[src/rtl/tawlf_pkg.sv]
// ----------------------------------------------------------------------------
// tawlf_pkg
// Shared types, character codes, error codes and the mnemonic table.
// ----------------------------------------------------------------------------
package tawlf_pkg;

    // classified source word, front to back
    typedef struct packed {
        logic [7:0] ch;
        logic       eoi;
        logic       is_ws;
        logic       is_dec;
        logic       is_hex;
        logic       is_bin;
        logic [3:0] dval;
    } t_item;

    // one result word
    typedef struct packed {
        logic        we;
        logic [12:0] addr;
        logic [15:0] data;
        logic [2:0]  err;
        logic [4:0]  slot;
        logic        last;
    } t_res;

    localparam int QDEPTH      = 4;
    localparam int QPW         = 2;
    localparam int MAX_RESULTS = 32;

    // error codes
    localparam logic [2:0] ERR_NONE    = 3'd0;
    localparam logic [2:0] ERR_MNEM    = 3'd1;
    localparam logic [2:0] ERR_REDEF   = 3'd2;
    localparam logic [2:0] ERR_REFS    = 3'd3;
    localparam logic [2:0] ERR_FULL    = 3'd4;
    localparam logic [2:0] ERR_UNBOUND = 3'd5;

    // character codes
    localparam logic [7:0] CH_NUL   = 8'h00;
    localparam logic [7:0] CH_TAB   = 8'h09;
    localparam logic [7:0] CH_NL    = 8'h0a;
    localparam logic [7:0] CH_SPACE = 8'h20;
    localparam logic [7:0] CH_DQ    = 8'h22;
    localparam logic [7:0] CH_QUOTE = 8'h27;
    localparam logic [7:0] CH_DOT   = 8'h2e;
    localparam logic [7:0] CH_COLON = 8'h3a;
    localparam logic [7:0] CH_SEMI  = 8'h3b;
    localparam logic [7:0] CH_B     = 8'h62;
    localparam logic [7:0] CH_X     = 8'h78;

    localparam logic [15:0] MN_BAD  = 16'hfffc;
    localparam logic [11:0] MN_BASE = 12'hfff;

    localparam logic [23:0] OP_TABLE [16] = '{
        "jmp", "cnd", "get", "set", "and", "ior", "xor", "sft",
        "add", "sub", "swp", "out", "idk", "idc", "pop", "psh"
    };

    // {hit, opcode}; lowest matching entry wins
    function automatic logic [4:0] mn_lookup(input logic [23:0] key);
        logic [4:0] r;
        r = 5'd0;
        for (int k = 15; k >= 0; k--) begin
            if (OP_TABLE[k] == key) r = {1'b1, 4'(k)};
        end
        return r;
    endfunction

endpackage

[src/rtl/tawlf_front.sv]
// ----------------------------------------------------------------------------
// tawlf_front
// Accepts source words, classifies each character and queues it for the back.
// ----------------------------------------------------------------------------
module tawlf_front (
    input  logic                  i_clk,
    input  logic                  i_rst_n,
    input  logic                  push,
    output logic                  full,
    input  logic [7:0]            i_char_code,
    input  logic                  i_end_of_input,
    output logic                  o_valid,
    input  logic                  i_take,
    output tawlf_pkg::t_item      o_item
);

    tawlf_pkg::t_item                 r_q [tawlf_pkg::QDEPTH];
    logic [tawlf_pkg::QPW-1:0]        r_wp;
    logic [tawlf_pkg::QPW-1:0]        r_rp;
    logic [tawlf_pkg::QPW:0]          r_cnt;
    tawlf_pkg::t_item                 cls;
    logic                             do_push;
    logic                             do_pop;

    // character classes
    always_comb begin
        cls.ch     = i_char_code;
        cls.eoi    = i_end_of_input;
        cls.is_ws  = (i_char_code == tawlf_pkg::CH_SPACE) || (i_char_code == tawlf_pkg::CH_NL)
                     || (i_char_code == tawlf_pkg::CH_TAB);
        cls.is_dec = (i_char_code >= 8'h30) && (i_char_code <= 8'h39);
        cls.is_hex = (i_char_code >= 8'h61) && (i_char_code <= 8'h66);
        cls.is_bin = (i_char_code == 8'h30) || (i_char_code == 8'h31);
        cls.dval   = cls.is_hex ? 4'(i_char_code[3:0] + 4'd9) : i_char_code[3:0];
    end

    assign full    = (r_cnt == (tawlf_pkg::QPW+1)'(tawlf_pkg::QDEPTH));
    assign o_valid = (r_cnt != '0);
    assign o_item  = r_q[r_rp];
    assign do_push = push && !full;
    assign do_pop  = i_take && o_valid;

    // queue storage
    always_ff @(posedge i_clk) begin
        if (do_push) r_q[r_wp] <= cls;
    end

    // queue pointers
    always_ff @(posedge i_clk) begin
        if (!i_rst_n) begin
            r_wp  <= '0;
            r_rp  <= '0;
            r_cnt <= '0;
        end else begin
            if (do_push) r_wp <= r_wp + 1'b1;
            if (do_pop)  r_rp <= r_rp + 1'b1;
            case ({do_push, do_pop})
                2'b10:   r_cnt <= r_cnt + 1'b1;
                2'b01:   r_cnt <= r_cnt - 1'b1;
                default: r_cnt <= r_cnt;
            endcase
        end
    end

endmodule

[config.mk]
export PLATFORM = sky130hd
export DESIGN_NAME = tawlf_front
export DESIGN_NICKNAME = d
export VERILOG_FILES = /design/src/rtl/tawlf_pkg.sv /design/src/rtl/tawlf_front.sv
export SDC_FILE = /design/constraint.sdc
export NUM_CORES = 1
export LEC_CHECK = 0
export ABC_AREA = 1
export BUFFER_PORTS_ARGS = -buffer_cell sky130_fd_sc_hd__buf_2
export CORE_MARGIN = 2
export CORE_UTILIZATION = 62
export CTS_CLUSTER_DIAMETER = 30
export CTS_CLUSTER_SIZE = 20
export DETAILED_ROUTE_END_ITERATION = 16
export PLACE_DENSITY = 0.94
export SYNTH_ARGS = -nofsm -noshare
export SYNTH_HDL_FRONTEND = slang
export SYNTH_SLANG_ARGS = --single-unit
[constraint.sdc]
create_clock -name i_clk -period 5.6 [get_ports i_clk]
set_clock_uncertainty 0.1 [all_clocks]
set_input_delay 0.56 -clock i_clk [delete_from_list [all_inputs] [get_ports i_clk]]
set_output_delay 0.56 -clock i_clk [all_outputs]
set_load 0.01 [all_outputs]
==> results.py <==
metrics = {
    "run_status": {
        "status": "completed",
    },
    "logic_synthesis": {
        "syn_area_um2": 3241,
        "netlist_instances": 272,
        "ys_ff_latch": 77,
        "synth_top_area_share_pct": 63.01,
        "synth_top_area_cell": "edfxtp_1",
        "ys_types": 25,
        "syn-num-nets": 295,
        "ys_warn_count": 0,
        "synth.top_cells.by_area": "edfxtp_1, dfxtp_1, o21ai_0, nor2_1, ha_1",
        "ys_seq_area_share_pct": 68.57,
        "synth.avg_cell_area_um2": 11.91,
    },
    "drt": {
        "vias": 2163,
        "drt-pass1-iter-count": 4,
        "ant_nets": 0,
        "via_per_inst": 5.633,
        "drt_wl_total_um": 5986,
        "route.detailed.drc": 0,
        "drtIter0Drc": 196,
        "wl_per_cell_um": 15.59,
    },
    "floorplan": {
        "start_util_pct": 63.86,
        "dieArea_um2": 5821,
        "core_area_um2": 5075,
        "die_x_um": 76.30,
        "row_count": 26,
        "io_pins": 32,
        "die_h_um": 76.30,
    },
    "worst_setup_path": {
        "critical_path_required_ns": 4.94,
        "crit_path_end_kind": "primary output",
        "crit_type": "reg -> out",
        "critPathArrivalTime_ns": 2.26,
        "path_max_fanout": 35,
        "worstSetupStartpointType": "flop",
    },
    "sta": {
        "hold_viol": 0,
        "whs_ns": 0.3420,
        "setup_tns_ns": 0,
        "worst_pin_slew_ns": 1.093,
        "setup_viol_count_final": 0,
        "max_freq_ghz": 0.3427,
        "rsz0062_at_grt": "no",
        "min_period_ns": 2.918,
        "slew_headroom_pct": 27.03,
        "slew_violations": 0,
        "fin_crit_sh_pct": 52.11,
    },
    "pwr": {
        "p_per_area_nw_per_um2": 403.1,
        "peakVddDrop_mv": 0.2986,
        "p_leak_nw": 1.417,
        "p_total_mw": 1.467,
    },
    "grt": {
        "grt_pass1_vias": 2093,
        "grt_pass1_wl_um": 9825,
        "grt_max_degree": 36,
        "grtUsageTotal_pct": 22.56,
        "overflow": 0,
        "antenna_found_initial": 0,
    },
    "clock_tree": {
        "cts-resized-gates": 0,
        "worstSkewPairLatency_ns": 0.34,
        "cts_setup_buffers": 0,
        "cts_max_level": 3,
        "cts_tree": "done",
        "clockBufferDepth": 2,
        "cts_hold_buffers": 0,
        "clkSinkCount": 77,
        "path_clk_slew_ns": 0.07,
        "root_buffer": "clkbuf_8",
        "cts-buffers-inserted": 9,
    },
    "cells_and_area": {
        "syn_to_final_growth_pct": 12.28,
        "fill_cells": 345,
        "num_antenna_cells": 0,
        "final_util_pct": 71.70,
        "layout.nets": 332,
        "drive_above_1_share_pct": 18.79,
    },
    "placed_design": {
        "gp_congestion": 0.8730,
        "io_buffers": 31,
        "dp_hpwl_um": 3848,
    },
    "min_path": {
        "hold_path.class": "in -> reg",
    },
    "flow_run": {
        "drv_cap": 0,
    },
}
==> routing by layer <==
metal / up-vias / part of all wire [%] / track usage, %
met4: 0 / 3.2 / 13.82
li1: 1038 / - / -
met3: 18 / 6.7 / 6.754
met5: - / 0 / 0
met2: 94 / 52 / 36.28
met1: 1013 / 38 / 26.87
==> cells by family (layout without fill, tap and decap cells) <==
logic type                 after synthesis  count (layout)  share of synthesized area, %
buffers and inverters                   36              78                         4.903
and+or+nand+nor                         82              82                         11.24
xor gates and xnor gates                 1               1                        0.2703
DFF                                     77              77                         68.57
adders and majority gates               10              10                         4.093
AOI/OAI and AO/OA                       66              66                         10.93
==> power breakdown <==
| part | internal, mW | switching, mW | leakage, nW |
|---|---|---|---|
| clock | 0.199 | 0.183 | 0.0953 |
| combinational | 0.129 | 0.222 | 0.610 |
| sequential | 0.688 | 0.0460 | 0.711 |
| total | 1.02 | 0.451 | 1.42 |
==> cells in the final DEF (no fill, tap or decap), drive strengths merged <==
| cell | instances |
|---|---|
| edfxtp | 68 |
| nor2 | 46 |
| o21ai | 41 |
| buf | 35 |
| inv | 27 |
| nand2 | 21 |
| o22ai | 17 |
| ha | 9 |
| dfxtp | 9 |
| clkbuf | 9 |
| nand3 | 9 |
| a21oi | 7 |
| clkinv | 6 |
| nand4 | 4 |
| and2 | 1 |
| xor2 | 1 |
| nor3 | 1 |
| o21bai | 1 |
| fa | 1 |
| bufinv | 1 |
==> registers in the layout, indices dropped and copies added, names as in the netlist, named ones only <==
| register | flops |
|---|---|
| r_cnt | 3 |
| r_rp | 2 |
| r_wp | 2 |
| r_q | 68 |
==> synth_stat cells (all sizes together) <==
master,number
a21oi,7
and2,1
buf,9
dfxtp,9
edfxtp,68
fa,1
ha,9
inv,27
nand2,21
nand3,9
nand4,4
nor2,46
nor3,1
o21ai,41
o21bai,1
o22ai,17
xor2,1
==> metrics by stage <==
step | instances | setup WS [ns] | area (um^2)
2_1_floorplan | 272 | 3.701 | 3241
3_3_place_gp | 368 | 3.182 | 3458
3_5_place_dp | 368 | 3.052 | 3458
4_1_cts | 384 | 2.662 | 3638
5_1_grt | 384 | 2.452 | 3638
6_report | 384 | 2.682 | 3638
==> final timing paths <==
| kind | from | endpoint | slack [ns] | cells past startpoint |
|---|---|---|---|---|
| setup / recovery | flop | o_item[10] | 2.68 | 4 |
| hold / removal | i_end_of_input | r_q[0][8] | 0.34 | 1 |
| setup reg to reg | r_cnt[0] | r_cnt[2] | 3.63 | 10 |
| hold reg to reg | r_cnt[0] | r_cnt[0] | 0.38 | 1 |
==> critical path: stages (launching register included) <==
cell     delay (ns)
dfxtp_1        1.05
inv_4          0.31
o21ai_0        0.27
o22ai_1        0.12
buf_2          0.16
==> area by class of cell <==
cell class                 instances  area, um^2  area share, %
clock buffer                       9       123.9          3.404
clock inverter                     7       56.30          1.547
inverter                          27       103.9          2.854
multi-input combinational        159       859.6          23.62
sequential                        77        2222          61.07
tap                               70       87.58          2.407
timing repair buffer              35       185.2          5.089
No activity file was read; power rests on OpenSTA's default activity.
